$ cat config.mk
export PLATFORM = sky130hd
export DESIGN_NAME = mppt_perturb_observe_pwm_core
export DESIGN_NICKNAME = d
export VERILOG_FILES = /design/src/rtl/mppt_po_pkg.sv /design/src/rtl/mppt_po_decide.sv /design/src/rtl/mppt_perturb_observe_pwm_core.sv
export SDC_FILE = /design/constraint.sdc
export NUM_CORES = 2
export LEC_CHECK = 0
export ABC_AREA = 1
export BUFFER_PORTS_ARGS = -buffer_cell sky130_fd_sc_hd__buf_2
export CAP_MARGIN = 15
export CORE_MARGIN = 2
export CORE_UTILIZATION = 50
export CTS_CLUSTER_SIZE = 12
export DETAILED_ROUTE_END_ITERATION = 8
export PLACE_DENSITY = 0.69
export SLEW_MARGIN = 0
export SYNTH_ARGS = -nofsm -noshare
export SYNTH_HDL_FRONTEND = slang
export SYNTH_SLANG_ARGS = --single-unit
$ cat constraint.sdc
create_clock -name clk -period 7.1 [get_ports clk]
set_clock_uncertainty 0.15 [all_clocks]
set_input_delay 1.065 -clock clk [delete_from_list [all_inputs] [get_ports clk]]
set_output_delay 1.065 -clock clk [all_outputs]
set_load 0.005 [all_outputs]
$ cat src/rtl/mppt_po_pkg.sv
// Shared types, register indexes and constants for the perturb-and-observe tracker.
// Holds the width-step helper used by the decision logic. No dependencies.
package mppt_po_pkg;

  localparam int CFG_INDEX_W = 3;
  localparam int CFG_DATA_W  = 16;

  localparam logic [CFG_INDEX_W-1:0] CFG_WINDOW_LEN    = 3'd0;
  localparam logic [CFG_INDEX_W-1:0] CFG_DUMP_LEVEL    = 3'd1;
  localparam logic [CFG_INDEX_W-1:0] CFG_BAND_LOW      = 3'd2;
  localparam logic [CFG_INDEX_W-1:0] CFG_BAND_HIGH     = 3'd3;
  localparam logic [CFG_INDEX_W-1:0] CFG_STEP_SIZE     = 3'd4;
  localparam logic [CFG_INDEX_W-1:0] CFG_WIDTH_MAX     = 3'd5;
  localparam logic [CFG_INDEX_W-1:0] CFG_STOP_COMPARE  = 3'd6;
  localparam logic [CFG_INDEX_W-1:0] CFG_RESTART_WIDTH = 3'd7;

  localparam int LEVEL_W   = 12;
  localparam int STEP_W    = 8;
  localparam int WIDTH_W   = 10;
  localparam int COMPARE_W = 11;
  localparam int MODE_W    = 2;

  localparam logic [MODE_W-1:0] MODE_TRACK   = 2'd0;
  localparam logic [MODE_W-1:0] MODE_RELEASE = 2'd1;
  localparam logic [MODE_W-1:0] MODE_STOP    = 2'd2;

  localparam logic [WIDTH_W-1:0] WIDTH_RESET          = 10'd200;
  localparam logic [WIDTH_W-1:0] WIDTH_BEFORE_RESTART = 10'd20;

  typedef struct packed {
    logic [15:0]          window_len;
    logic [LEVEL_W-1:0]   dump_level;
    logic [LEVEL_W-1:0]   band_low;
    logic [LEVEL_W-1:0]   band_high;
    logic [STEP_W-1:0]    step_size;
    logic [WIDTH_W-1:0]   width_max;
    logic [COMPARE_W-1:0] stop_compare;
    logic [WIDTH_W-1:0]   restart_width;
  } cfg_t;

  typedef struct packed {
    logic [MODE_W-1:0]    mode;
    logic [COMPARE_W-1:0] compare;
    logic [WIDTH_W-1:0]   width;
    logic                 load_dump;
    logic                 track_led;
    logic                 stop_led;
  } res_t;

  typedef struct packed {
    logic [WIDTH_W-1:0]   width;
    logic [WIDTH_W-1:0]   prev_width;
    logic [COMPARE_W-1:0] compare;
  } track_t;

  // one perturbation step; an up step past wmax is skipped, a down step stops at zero
  function automatic track_t nudge(track_t cur, logic up, logic [STEP_W-1:0] step,
                                   logic [WIDTH_W-1:0] wmax);
    logic [WIDTH_W:0]   sum_up;
    logic [WIDTH_W:0]   lim_dn;
    logic [WIDTH_W-1:0] step_w;
    track_t             r;
    r      = cur;
    step_w = WIDTH_W'(step);
    sum_up = {1'b0, cur.width} + {1'b0, step_w};
    lim_dn = {1'b0, wmax} + {1'b0, step_w};
    if (up) begin
      if (sum_up <= {1'b0, wmax}) begin
        r.prev_width = cur.width;
        r.width      = sum_up[WIDTH_W-1:0];
        r.compare    = {1'b0, sum_up[WIDTH_W-1:0]};
      end
    end else begin
      if ({1'b0, cur.width} <= lim_dn) begin
        r.prev_width = cur.width;
        r.width      = (cur.width >= step_w) ? (cur.width - step_w) : '0;
        r.compare    = {1'b0, r.width};
      end
    end
    return r;
  endfunction

endpackage

$ cat src/rtl/mppt_po_decide.sv
// Window-end decision: stop, low-voltage release or two-step perturb-and-observe.
// Holds the tracker state; updated on commit. Depends on mppt_po_pkg.
module mppt_po_decide #(
  parameter int VSUM_W = 28,
  parameter int PSUM_W = 40,
  parameter int LVL_W  = 29
) (
  input  logic                clk,
  input  logic                rst_n,
  input  logic                commit,
  input  mppt_po_pkg::cfg_t   cfg,
  input  logic                stop,
  input  logic [VSUM_W-1:0]   vsum,
  input  logic [PSUM_W-1:0]   psum,
  input  logic [LVL_W-1:0]    dump_prod,
  input  logic [LVL_W-1:0]    low_prod,
  input  logic [LVL_W-1:0]    high_prod,
  output mppt_po_pkg::res_t   res
);

  localparam int CW = (VSUM_W > LVL_W) ? VSUM_W : LVL_W;

  logic [mppt_po_pkg::WIDTH_W-1:0]   width_now_r, width_now_nxt;
  logic [mppt_po_pkg::WIDTH_W-1:0]   width_before_r, width_before_nxt;
  logic [mppt_po_pkg::COMPARE_W-1:0] compare_r, compare_nxt;
  logic                              dump_r, dump_nxt;
  logic                              track_r, track_nxt;
  logic                              stopled_r, stopled_nxt;
  logic [PSUM_W-1:0]                 prev_power_r;

  mppt_po_pkg::track_t t0, t1, t2;
  logic below_dump, at_low, at_high, rising;

  assign below_dump = CW'(vsum) <  CW'(dump_prod);
  assign at_low     = CW'(vsum) <= CW'(low_prod);
  assign at_high    = CW'(vsum) >= CW'(high_prod);
  assign rising     = psum > prev_power_r;

  always_comb begin
    t0 = '{width: width_now_r, prev_width: width_before_r, compare: compare_r};
    if (at_low) begin
      t1 = mppt_po_pkg::nudge(t0, 1'b0, cfg.step_size, cfg.width_max);
    end else if (at_high) begin
      t1 = mppt_po_pkg::nudge(t0, 1'b1, cfg.step_size, cfg.width_max);
    end else begin
      t1 = t0;
    end
    t2 = mppt_po_pkg::nudge(t1, rising == (t1.width > t1.prev_width), cfg.step_size,
                            cfg.width_max);
  end

  always_comb begin
    width_now_nxt    = width_now_r;
    width_before_nxt = width_before_r;
    compare_nxt      = compare_r;
    dump_nxt         = dump_r;
    track_nxt        = track_r;
    stopled_nxt      = stopled_r;
    res.mode         = mppt_po_pkg::MODE_TRACK;
    if (stop) begin
      res.mode    = mppt_po_pkg::MODE_STOP;
      compare_nxt = cfg.stop_compare;
      stopled_nxt = 1'b1;
      track_nxt   = 1'b0;
    end else if (below_dump) begin
      res.mode         = mppt_po_pkg::MODE_RELEASE;
      width_now_nxt    = cfg.restart_width;
      width_before_nxt = mppt_po_pkg::WIDTH_BEFORE_RESTART;
      compare_nxt      = '0;
      dump_nxt         = 1'b1;
    end else begin
      width_now_nxt    = t2.width;
      width_before_nxt = t2.prev_width;
      compare_nxt      = t2.compare;
      track_nxt        = 1'b1;
      stopled_nxt      = 1'b0;
      dump_nxt         = 1'b0;
    end
    res.compare   = compare_nxt;
    res.width     = width_now_nxt;
    res.load_dump = dump_nxt;
    res.track_led = track_nxt;
    res.stop_led  = stopled_nxt;
  end

  always_ff @(posedge clk) begin
    if (!rst_n) begin
      width_now_r    <= mppt_po_pkg::WIDTH_RESET;
      width_before_r <= mppt_po_pkg::WIDTH_RESET;
      compare_r      <= '0;
      dump_r         <= 1'b0;
      track_r        <= 1'b0;
      stopled_r      <= 1'b0;
      prev_power_r   <= '0;
    end else if (commit) begin
      width_now_r    <= width_now_nxt;
      width_before_r <= width_before_nxt;
      compare_r      <= compare_nxt;
      dump_r         <= dump_nxt;
      track_r        <= track_nxt;
      stopled_r      <= stopled_nxt;
      prev_power_r   <= psum;
    end
  end

endmodule

$ cat src/rtl/mppt_perturb_observe_pwm_core.sv
// Top level of the perturb-and-observe tracker: stream ports, config registers,
// sample pipeline and window accumulators. Depends on mppt_po_pkg, mppt_po_decide.
//
// Usage: each request on the in_ channel is one ADC voltage/current sample plus
// the stop input. Samples are summed over window_len samples (or until the count
// field is full); the closing sample of each window yields one request on the
// out_ channel with the decision, PWM compare, pulse width, flags and the sums.
// Other samples yield nothing.
// Throughput: one sample per cycle while the out_ channel is not stalled; the rate is set
// by the accumulator adders and the one voltage-by-current multiply per sample.
// Result path: out_tvalid rises once the closing sample has passed the input
// register, product register, window register and output register.
// Reset clears the pipeline, the sums and the tracker state; the config
// registers take their default values. No clearing pass is needed.
// When out_tready is low the result waits in the output register; samples
// keep flowing until a further window end reaches the full pipeline, after
// which in_tready drops. Config writes go through cfg_wr_en/cfg_index/cfg_wdata
// and must only be made while no request is in flight.
module mppt_perturb_observe_pwm_core #(
  parameter int ADC_BITS   = 12,
  parameter int COUNT_BITS = 16
) (
  input  logic                                  clk,
  input  logic                                  rst_n,
  input  logic                                  cfg_wr_en,
  input  logic [mppt_po_pkg::CFG_INDEX_W-1:0]   cfg_index,
  input  logic [mppt_po_pkg::CFG_DATA_W-1:0]    cfg_wdata,
  input  logic                                  in_tvalid,
  output logic                                  in_tready,
  // voltage_code, current_code, stop_request
  input  logic [((2*ADC_BITS+1+7)/8)*8-1:0]     in_tdata,
  output logic                                  out_tvalid,
  input  logic                                  out_tready,
  // pwm_compare, pwm_width, load_dump, track_led, stop_led,
  // voltage_sum, current_sum, power_sum
  output logic [((mppt_po_pkg::COMPARE_W + mppt_po_pkg::WIDTH_W + 3
                 + 2*(ADC_BITS+COUNT_BITS) + 2*ADC_BITS+COUNT_BITS + 7)/8)*8-1:0]
                                                out_tdata,
  // mode_taken
  output logic [mppt_po_pkg::MODE_W-1:0]        out_tuser
);

  localparam int VSUM_W = ADC_BITS + COUNT_BITS;
  localparam int PROD_W = 2 * ADC_BITS;
  localparam int PSUM_W = PROD_W + COUNT_BITS;
  localparam int N_W    = COUNT_BITS + 1;
  localparam int LVL_W  = mppt_po_pkg::LEVEL_W + N_W;
  localparam int CMP_W  = (N_W > 16) ? N_W : 16;
  localparam int OUT_W  = mppt_po_pkg::COMPARE_W + mppt_po_pkg::WIDTH_W + 3
                          + 2*VSUM_W + PSUM_W;
  localparam int OUT_TD_W = ((OUT_W + 7) / 8) * 8;

  mppt_po_pkg::cfg_t cfg_r;

  always_ff @(posedge clk) begin
    if (!rst_n) begin
      cfg_r.window_len    <= 16'd1000;
      cfg_r.dump_level    <= 12'd2047;
      cfg_r.band_low      <= 12'd2559;
      cfg_r.band_high     <= 12'd3839;
      cfg_r.step_size     <= 8'd10;
      cfg_r.width_max     <= 10'd650;
      cfg_r.stop_compare  <= 11'd1084;
      cfg_r.restart_width <= 10'd200;
    end else if (cfg_wr_en) begin
      case (cfg_index)
        mppt_po_pkg::CFG_WINDOW_LEN:    cfg_r.window_len    <= cfg_wdata;
        mppt_po_pkg::CFG_DUMP_LEVEL:    cfg_r.dump_level    <= cfg_wdata[11:0];
        mppt_po_pkg::CFG_BAND_LOW:      cfg_r.band_low      <= cfg_wdata[11:0];
        mppt_po_pkg::CFG_BAND_HIGH:     cfg_r.band_high     <= cfg_wdata[11:0];
        mppt_po_pkg::CFG_STEP_SIZE:     cfg_r.step_size     <= cfg_wdata[7:0];
        mppt_po_pkg::CFG_WIDTH_MAX:     cfg_r.width_max     <= cfg_wdata[9:0];
        mppt_po_pkg::CFG_STOP_COMPARE:  cfg_r.stop_compare  <= cfg_wdata[10:0];
        mppt_po_pkg::CFG_RESTART_WIDTH: cfg_r.restart_width <= cfg_wdata[9:0];
        default: ;
      endcase
    end
  end

  // pipeline registers
  logic                  a_valid_r, b_valid_r, c_valid_r, out_valid_r;
  logic [ADC_BITS-1:0]   a_v_r, a_c_r, b_v_r, b_c_r;
  logic                  a_stop_r, b_stop_r, c_stop_r;
  logic [PROD_W-1:0]     b_p_r;
  logic [COUNT_BITS-1:0] count_r;
  logic [VSUM_W-1:0]     vacc_r, cacc_r, vacc_nxt, cacc_nxt;
  logic [PSUM_W-1:0]     pacc_r, pacc_nxt;
  logic [VSUM_W-1:0]     c_vsum_r, c_csum_r;
  logic [PSUM_W-1:0]     c_psum_r;
  logic [LVL_W-1:0]      c_dump_prod_r, c_low_prod_r, c_high_prod_r;
  logic [LVL_W-1:0]      dump_prod_nxt, low_prod_nxt, high_prod_nxt;
  logic [N_W-1:0]        n_nxt;
  logic                  b_end;
  logic                  out_free, c_ready, c_go, b_go, b_ready, a_ready;

  mppt_po_pkg::res_t     dec_res, out_res_r;
  logic [VSUM_W-1:0]     out_vsum_r, out_csum_r;
  logic [PSUM_W-1:0]     out_psum_r;

  assign out_free = !out_valid_r || out_tready;
  assign c_ready  = !c_valid_r || out_free;
  assign c_go     = c_valid_r && out_free;
  assign b_go     = b_valid_r && (!b_end || c_ready);
  assign b_ready  = !b_valid_r || b_go;
  assign a_ready  = !a_valid_r || b_ready;
  assign in_tready = a_ready;

  assign n_nxt    = N_W'(count_r) + N_W'(1);
  assign b_end    = (CMP_W'(n_nxt) >= CMP_W'(cfg_r.window_len)) || n_nxt[COUNT_BITS];
  assign vacc_nxt = vacc_r + VSUM_W'(b_v_r);
  assign cacc_nxt = cacc_r + VSUM_W'(b_c_r);
  assign pacc_nxt = pacc_r + PSUM_W'(b_p_r);
  assign dump_prod_nxt = LVL_W'(cfg_r.dump_level) * LVL_W'(n_nxt);
  assign low_prod_nxt  = LVL_W'(cfg_r.band_low)   * LVL_W'(n_nxt);
  assign high_prod_nxt = LVL_W'(cfg_r.band_high)  * LVL_W'(n_nxt);

  always_ff @(posedge clk) begin
    if (!rst_n) begin
      a_valid_r   <= 1'b0;
      b_valid_r   <= 1'b0;
      c_valid_r   <= 1'b0;
      out_valid_r <= 1'b0;
      count_r     <= '0;
      vacc_r      <= '0;
      cacc_r      <= '0;
      pacc_r      <= '0;
    end else begin
      if (a_ready) a_valid_r <= in_tvalid;
      if (b_ready) b_valid_r <= a_valid_r;
      if (c_ready) c_valid_r <= b_go && b_end;
      if (out_free) out_valid_r <= c_valid_r;
      if (b_go) begin
        if (b_end) begin
          count_r <= '0;
          vacc_r  <= '0;
          cacc_r  <= '0;
          pacc_r  <= '0;
        end else begin
          count_r <= n_nxt[COUNT_BITS-1:0];
          vacc_r  <= vacc_nxt;
          cacc_r  <= cacc_nxt;
          pacc_r  <= pacc_nxt;
        end
      end
    end
  end

  always_ff @(posedge clk) begin
    if (a_ready && in_tvalid) begin
      a_v_r    <= in_tdata[ADC_BITS-1:0];
      a_c_r    <= in_tdata[2*ADC_BITS-1:ADC_BITS];
      a_stop_r <= in_tdata[2*ADC_BITS];
    end
    if (b_ready && a_valid_r) begin
      b_v_r    <= a_v_r;
      b_c_r    <= a_c_r;
      b_p_r    <= PROD_W'(a_v_r) * PROD_W'(a_c_r);
      b_stop_r <= a_stop_r;
    end
    if (b_go && b_end) begin
      c_vsum_r      <= vacc_nxt;
      c_csum_r      <= cacc_nxt;
      c_psum_r      <= pacc_nxt;
      c_stop_r      <= b_stop_r;
      c_dump_prod_r <= dump_prod_nxt;
      c_low_prod_r  <= low_prod_nxt;
      c_high_prod_r <= high_prod_nxt;
    end
    if (c_go) begin
      out_res_r  <= dec_res;
      out_vsum_r <= c_vsum_r;
      out_csum_r <= c_csum_r;
      out_psum_r <= c_psum_r;
    end
  end

  mppt_po_decide #(
    .VSUM_W (VSUM_W),
    .PSUM_W (PSUM_W),
    .LVL_W  (LVL_W)
  ) u_decide (
    .clk       (clk),
    .rst_n     (rst_n),
    .commit    (c_go),
    .cfg       (cfg_r),
    .stop      (c_stop_r),
    .vsum      (c_vsum_r),
    .psum      (c_psum_r),
    .dump_prod (c_dump_prod_r),
    .low_prod  (c_low_prod_r),
    .high_prod (c_high_prod_r),
    .res       (dec_res)
  );

  assign out_tvalid = out_valid_r;
  assign out_tuser  = out_res_r.mode;
  assign out_tdata  = OUT_TD_W'({out_psum_r, out_csum_r, out_vsum_r,
                                 out_res_r.stop_led, out_res_r.track_led,
                                 out_res_r.load_dump, out_res_r.width,
                                 out_res_r.compare});

  a_window_close: assert property (@(posedge clk) disable iff (!rst_n)
    (b_go && b_end) |=> (c_valid_r && count_r == '0))
    else $error("window close did not load decision stage or clear count");

  a_result_loaded: assert property (@(posedge clk) disable iff (!rst_n)
    c_go |=> out_valid_r)
    else $error("committed decision missing from output register");

  a_release_out: assert property (@(posedge clk) disable iff (!rst_n)
    (out_valid_r && out_tuser == mppt_po_pkg::MODE_RELEASE)
      |-> (out_res_r.compare == '0 && out_res_r.load_dump))
    else $error("release result without zero compare and released load");

endmodule
Yosys cells after proc, flatten, opt, wreduce, memory -nomap -nowiden
Cells that the tools add are included.
{"block": "word_totals", "reg_bits": 661, "output_inout_bits": 124, "word_cells": 131}
{"block": "op_classes", "add_sub_neg": 9, "n_mul": 4, "magnitude_cmp": 12, "n_eq_ne": 8, "n_mux": 25, "bitwise_logic": 1, "reduce_logical": 26}
{"cell": "$mux 31", "n": 7}
{"cell": "$mul 12x17->29", "n": 3}
{"cell": "$add 28x12->28", "n": 2}
{"cell": "$mux 28", "n": 2}
{"cell": "$mux 10", "n": 5}
{"cell": "$add 40x24->40", "n": 1}
{"cell": "$gt 40x40->1", "n": 1}
{"cell": "$mux 40", "n": 1}
{"cell": "$add 10x8->11", "n": 3}
{"cell": "$ge 28x29->1", "n": 1}
{"cell": "$le 28x29->1", "n": 1}
{"cell": "$lt 28x29->1", "n": 1}
{"cell": "$mul 12x12->24", "n": 1}
{"cell": "$le 10x11->1", "n": 2}
{"cell": "$le 11x10->1", "n": 2}
{"cell": "$mux 11", "n": 2}
{"cell": "$ge 10x8->1", "n": 2}
{"cell": "$sub 10x8->10", "n": 2}
{"cell": "$reduce_and 2->1", "n": 9}
{"cell": "$add 16x1->17 const B", "n": 1}
{"cell": "$ge 17x16->1", "n": 1}
{"cell": "$mux 16", "n": 1}
{"cell": "$eq 3x3->1 const B", "n": 4}
{"cell": "$gt 10x10->1", "n": 1}
{"cell": "9 further kinds", "n": 29}

Depth between registers and ports, before layout
{"block": "depth", "depth_word": 11, "ltp_mapped": 57, "depth_no_buf": 55}

Modules after synthesis
Synthesis repeated with hierarchy kept, for this count alone.
{"block": "hier_totals", "hier_cells": 7266, "hier_area_um2": 59662.2}
{"mod": "mppt_perturb_observe_pwm_core", "n_inst": 1, "cells_each": 5489, "area_per_inst_um2": 48133.7, "seq_area_each_um2": 15554.9}
{"mod": "mppt_po_decide", "n_inst": 1, "cells_each": 1777, "area_per_inst_um2": 11528.6, "seq_area_each_um2": 1481.4}

Worst setup path after synthesis
OpenSTA, ideal clock, no wires.
{"block": "synth_timing", "path_type": "reg-to-reg", "from": "register count_r[0]", "to": "register c_csum_r[0], enable pin", "setup_ps": 537, "arrival_ps": 6659, "t_required_ps": 6413, "slack_ps": -246, "path_stages_with_launch": 22, "cell_sequence": "dfxtp_1 -> ha_1 -> nand2_1 -> nor2_1 -> nand2_1 -> nor2_1 -> nand2_1 -> nor3_1 -> nand2_1 -> nor2_1 -> or2_2 -> nand2_1 -> inv_2 -> buf_1 -> ha_1 -> a21oi_1 -> o21ai_0 -> a21oi_1 -> o2111ai_2 -> a21oi_2 -> nand2_1 -> inv_1"}
{"block": "synth_between", "elab_chain_cells": 7}
{"item": "from (decl)", "line": "mppt_perturb_observe_pwm_core.sv:85", "rtl": "logic [COUNT_BITS-1:0] count_r;"}
{"item": "from (signal assigned)", "line": "mppt_perturb_observe_pwm_core.sv:139", "rtl": "count_r <= n_nxt[COUNT_BITS-1:0];"}
{"item": "$add 16x1->17 (*)", "line": "mppt_perturb_observe_pwm_core.sv:108", "rtl": "assign n_nxt = N_W'(count_r) + N_W'(1);"}
{"item": "$ge 17x16->1", "line": "mppt_perturb_observe_pwm_core.sv:109", "rtl": "assign b_end = (CMP_W'(n_nxt) >= CMP_W'(cfg_r.window_len)) || n_nxt[COUNT_BITS];"}
{"item": "$logic_or 1x1->1 (*)", "line": "mppt_perturb_observe_pwm_core.sv:109"}
{"item": "$logic_not 1->1", "line": "mppt_perturb_observe_pwm_core.sv:103", "rtl": "assign b_go = b_valid_r && (!b_end || c_ready);"}
{"item": "$logic_or 1x1->1", "line": "mppt_perturb_observe_pwm_core.sv:103"}
{"item": "$logic_and 1x1->1", "line": "mppt_perturb_observe_pwm_core.sv:103"}
{"item": "$logic_and 1x1->1 (*)", "line": "mppt_perturb_observe_pwm_core.sv:160", "rtl": "if (b_go && b_end) begin"}
{"item": "to (signal assigned)", "line": "mppt_perturb_observe_pwm_core.sv:162", "rtl": "c_csum_r <= cacc_nxt;"}
{"item": "to (decl)", "line": "mppt_perturb_observe_pwm_core.sv:88", "rtl": "logic [VSUM_W-1:0] c_vsum_r, c_csum_r;"}
Every way passes the cells marked *; elsewhere a longest branch is shown, timed or not.
A chain may end at the register's enable or synchronous reset.

Worst setup path after layout
{"block": "layout_timing", "from": "register count_r[0]", "to": "register c_low_prod_r[27], data pin"}
{"block": "layout_between", "elab_chain_cells": 2}
{"item": "$add 16x1->17", "line": "mppt_perturb_observe_pwm_core.sv:108"}
{"item": "$mul 12x17->29", "line": "mppt_perturb_observe_pwm_core.sv:114", "rtl": "assign low_prod_nxt = LVL_W'(cfg_r.band_low) * LVL_W'(n_nxt);"}
{"item": "via low_prod_nxt[27]", "line": "mppt_perturb_observe_pwm_core.sv:91", "rtl": "logic [LVL_W-1:0] dump_prod_nxt, low_prod_nxt, high_prod_nxt;"}
{"item": "to (signal assigned)", "line": "mppt_perturb_observe_pwm_core.sv:166", "rtl": "c_low_prod_r <= low_prod_nxt;"}
{"item": "to (decl)", "line": "mppt_perturb_observe_pwm_core.sv:90", "rtl": "logic [LVL_W-1:0] c_dump_prod_r, c_low_prod_r, c_high_prod_r;"}
The timed path passes the listed nets, and every way through them passes these cells.

==> impl_metrics.ini <==
[layout]
fraction_of_final_layout_cells_sized_beyond_drive_strength_1_pct = 11.3
area_growth_syn_to_layout_pct = 13.0
final_net_count = 8016
fin_cells = 8428
post-route-cell-area_sq_um = 63600

[critical_path]
crit_path_top_delay_cell = fa_1
worstSetupPathType = register to register
critPathCaptureType = register
rrSetupSlack_ns = 0.24
path_buf_inv = 8
regToRegEndpoint = c_low_prod_r[27]
critPathLaunchType = register
crit_path_max_fanout = 10
regToRegStartpoint = count_r[0]
timing.reg2reg.worst_path_depth = 32
timing.critical_path.mode_cell = nand2_1
timing.critical_path.slowest_cell_delay_ns = 0.55
crit_family = adder cells
worstPathRequired_ns = 7.36
critPathArrivalTime_ns = 7.12

[power]
power.density_nw_per_um2 = 197
switching_power_w = 0.00426
p_total_w = 0.0125
relative_contribution_of_sequential_cells_to_total_power_pct = 35.7
comb_power_share_pct = 31.5
power.ir.vdd_worst_mv = 0.271
p_sw_share_pct = 34.1
internal-power_w = 0.00824
clkPwrFrac_pct = 32.9
power.leakage_nw = 30.2

[placement]
place.detailed.instances = 8257
place.gp.congestion = 0.984
buffer_ports.inserted = 172
pre_cts_ws_ns = -0.132
place_hpwl_microns = 125000
placement.cell_area_sq_um = 60400

[floorplanning]
placement_rows = 123
die_h_microns = 340
core_area_sq_um = 112000
floorplan_die_area_sq_um = 115000
die_width_microns = 340
top_level_ports = 180
start_util_pct = 50.3

[yosys]
synth.top_cells.by_count = nand2_1, inv_1, fa_1, ha_1, a21oi_1
yosys.cell_types.count = 62
synthSimpleGateAreaFrac_pct = 16.4
post-synth-top-area-fraction_pct = 20.3
synth.mux.area_fraction_pct = 0
yosys.area.top_type = edfxtp_1
synth_seq_area_share_pct = 30.3
compound_cell_area_share_of_the_yosys_netlist_pct = 8.64
synth_enable_flop_cells = 380
synth_most_common_cell = nand2_1
syn-mean-instance-area_sq_um = 8.62
synth_top_flop_cell = edfxtp_1
main_combinational_cell_family_by_area_after_synthesis = adder cells
total_of_flip_flops_plus_latches_after_synthesis = 661
synth_area_leaders = edfxtp_1, fa_1, ha_1, nand2_1, dfxtp_1
synth_fa_ha_area_share_pct = 31.9
syn-cell-area_sq_um = 56300
synth_warnings = 0
synthXorXnorAreaFrac_pct = 3.28
synth_async_sr_flop_share_pct = 0
post_synth_inst_count = 6534
mappedNetlistNets = 7689

[detailed_routing]
drt-initial-drc-count = 3379
drt_wl_cell_microns = 19.2
vias_per_cell = 5.37
routed_wl_microns = 162000
via_count = 45229
drt_pass1_iterations = 5
detail_route.drc_violations = 0
route.antenna.remaining_nets = 0

[global_route]
wire_length_of_the_first_global_routing_pass_microns = 253000
grt_max_degree = 91
grt_antenna_before_repair = 4
grt-ovfl-total = 0
groute.usage.overall_pct = 28.2
first_global_vias = 45793

[clocking]
htree_num_levels = 3
clkSlewWorstSetupHoldPaths_ns = 0.06
clock_latency_ns = 0.70
cts_buffers = 79
cts_root_buf = clkbuf_16
clkSinkCount = 661
clock_tree_from_tritoncts = done
cts_buffer_depth = 3

[worst_hold_path]
min_to = c_stop_r
worstHoldPathCells = 0
worst_hold_startpoint = b_stop_r
worst_hold_path_type = register to register

[sta]
timing_hold_violations_final = 0
maxSlewHeadroom_pct = 26.0
post-route-period-util_pct = 96.6
clock.fmax_ghz = 0.146
final.min_clock_period_ns = 6.86
timing.final.setup_violations = 0
final.setup.worst_slack_ns = 0.244
timing.final.max_slew_violations = 0
worst_pin_slew_ns = 1.11
fin_worst_hold_slack_ns = 0.263

[job]
maxCapViolCount = 0

[outcome]
run_status = complete, no violations
[power groups by stage]
stage,Combinational (W),Sequential (W),Clock (W)
detailed placement,0.00382,0.00454,0
global placement,0.00371,0.00453,0
global route,0.00444,0.00447,0.00433
CTS,0.00386,0.00446,0.00418
finish,0.00394,0.00446,0.00411
floorplan,0.00278,0.00445,0
[how the worst max path moves through the flow]
stage,from,end,slack [ns],cells after the start
after floorplan,cfg_r[32],u_decide.compare_r[6],0.45,49
after global placement,cfg_r[31],out_tdata[19],-0.04,47
after detailed placement,count_r[0],c_high_prod_r[27],-0.13,29
after CTS,count_r[0],c_low_prod_r[27],0.02,32
after global routing,count_r[2],c_dump_prod_r[28],-0.06,31
final,count_r[0],c_low_prod_r[27],0.24,32
[sequential cells by signal, summed over array words and instances (netlist names), 29 cells and up]
register               flops
c_dump_prod_r             29
c_high_prod_r             29
c_low_prod_r              29
c_psum_r                  40
cfg_r                     91
out_psum_r                40
pacc_r                    40
u_decide.prev_power_r     40
[repair_timing]
| action | CTS | global route |
|---|---|---|
| pin swaps | 0 | 33 |
| setup buffers | 0 | 21 |
| resized for setup | 3 | 103 |
| setup endpoints to repair | 5 | 74 |
| gates cloned | 0 | 2 |
| hold buffers | 0 | 0 |
[logic make-up after synthesis]
group / count (synthesis)
xor gates and xnor gates: 211
DFF: 661
adders and majority gates: 1099
buffers and inverters: 1405
AOI/OAI and AO/OA: 885
and+or+nand+nor: 2273
[through the flow]
stage	util, %	TNS (ns)
global placement	53.9	-0.0399
global route	56.8	-0.638
floorplan	-	0
finish	56.8	0
CTS	56.3	0
detailed placement	53.9	-0.293
[final cells by class]
class | instances | area, sq um
flip-flops and latches | 661 | 17100
repair buffers | 498 | 3510
well taps | 1500 | 1880
multi-input cells | 4468 | 34200
clock inverters | 35 | 440
diodes | 2 | 5.00
fillers | 9945 | 48400
clock buffers | 111 | 2200
inverters | 1153 | 4360
[cell usage in the layout (no fill, tap or decap), types with 15 or more instances in the layout]
cell type     n
o21ai_0     218
nor3_1       39
fa_1        555
nand2_2      19
buf_4       307
ha_1        533
dfxtp_1     274
or2_2        16
nand4_1      49
a21oi_1     457
nand3_1     147
xnor2_1      69
buf_2       171
clkbuf_1     22
nor2_2       15
nor2_1      353
o211ai_1     65
a31oi_1      20
inv_1      1118
xor2_1      140
clkbuf_16    81
nand2_1    1582
inv_2        22
o21ai_1      29
edfxtp_1    380
[per-layer routing]
| layer | global-route usage, % | wire (microns) |
|---|---|---|
| met1 | 36.7 | 66600 |
| met2 | 46.7 | 75800 |
| met3 | 3.79 | 11100 |
| met5 | 0 | 0 |
| met4 | 12.9 | 8120 |
(Power assumes the default switching activity.)
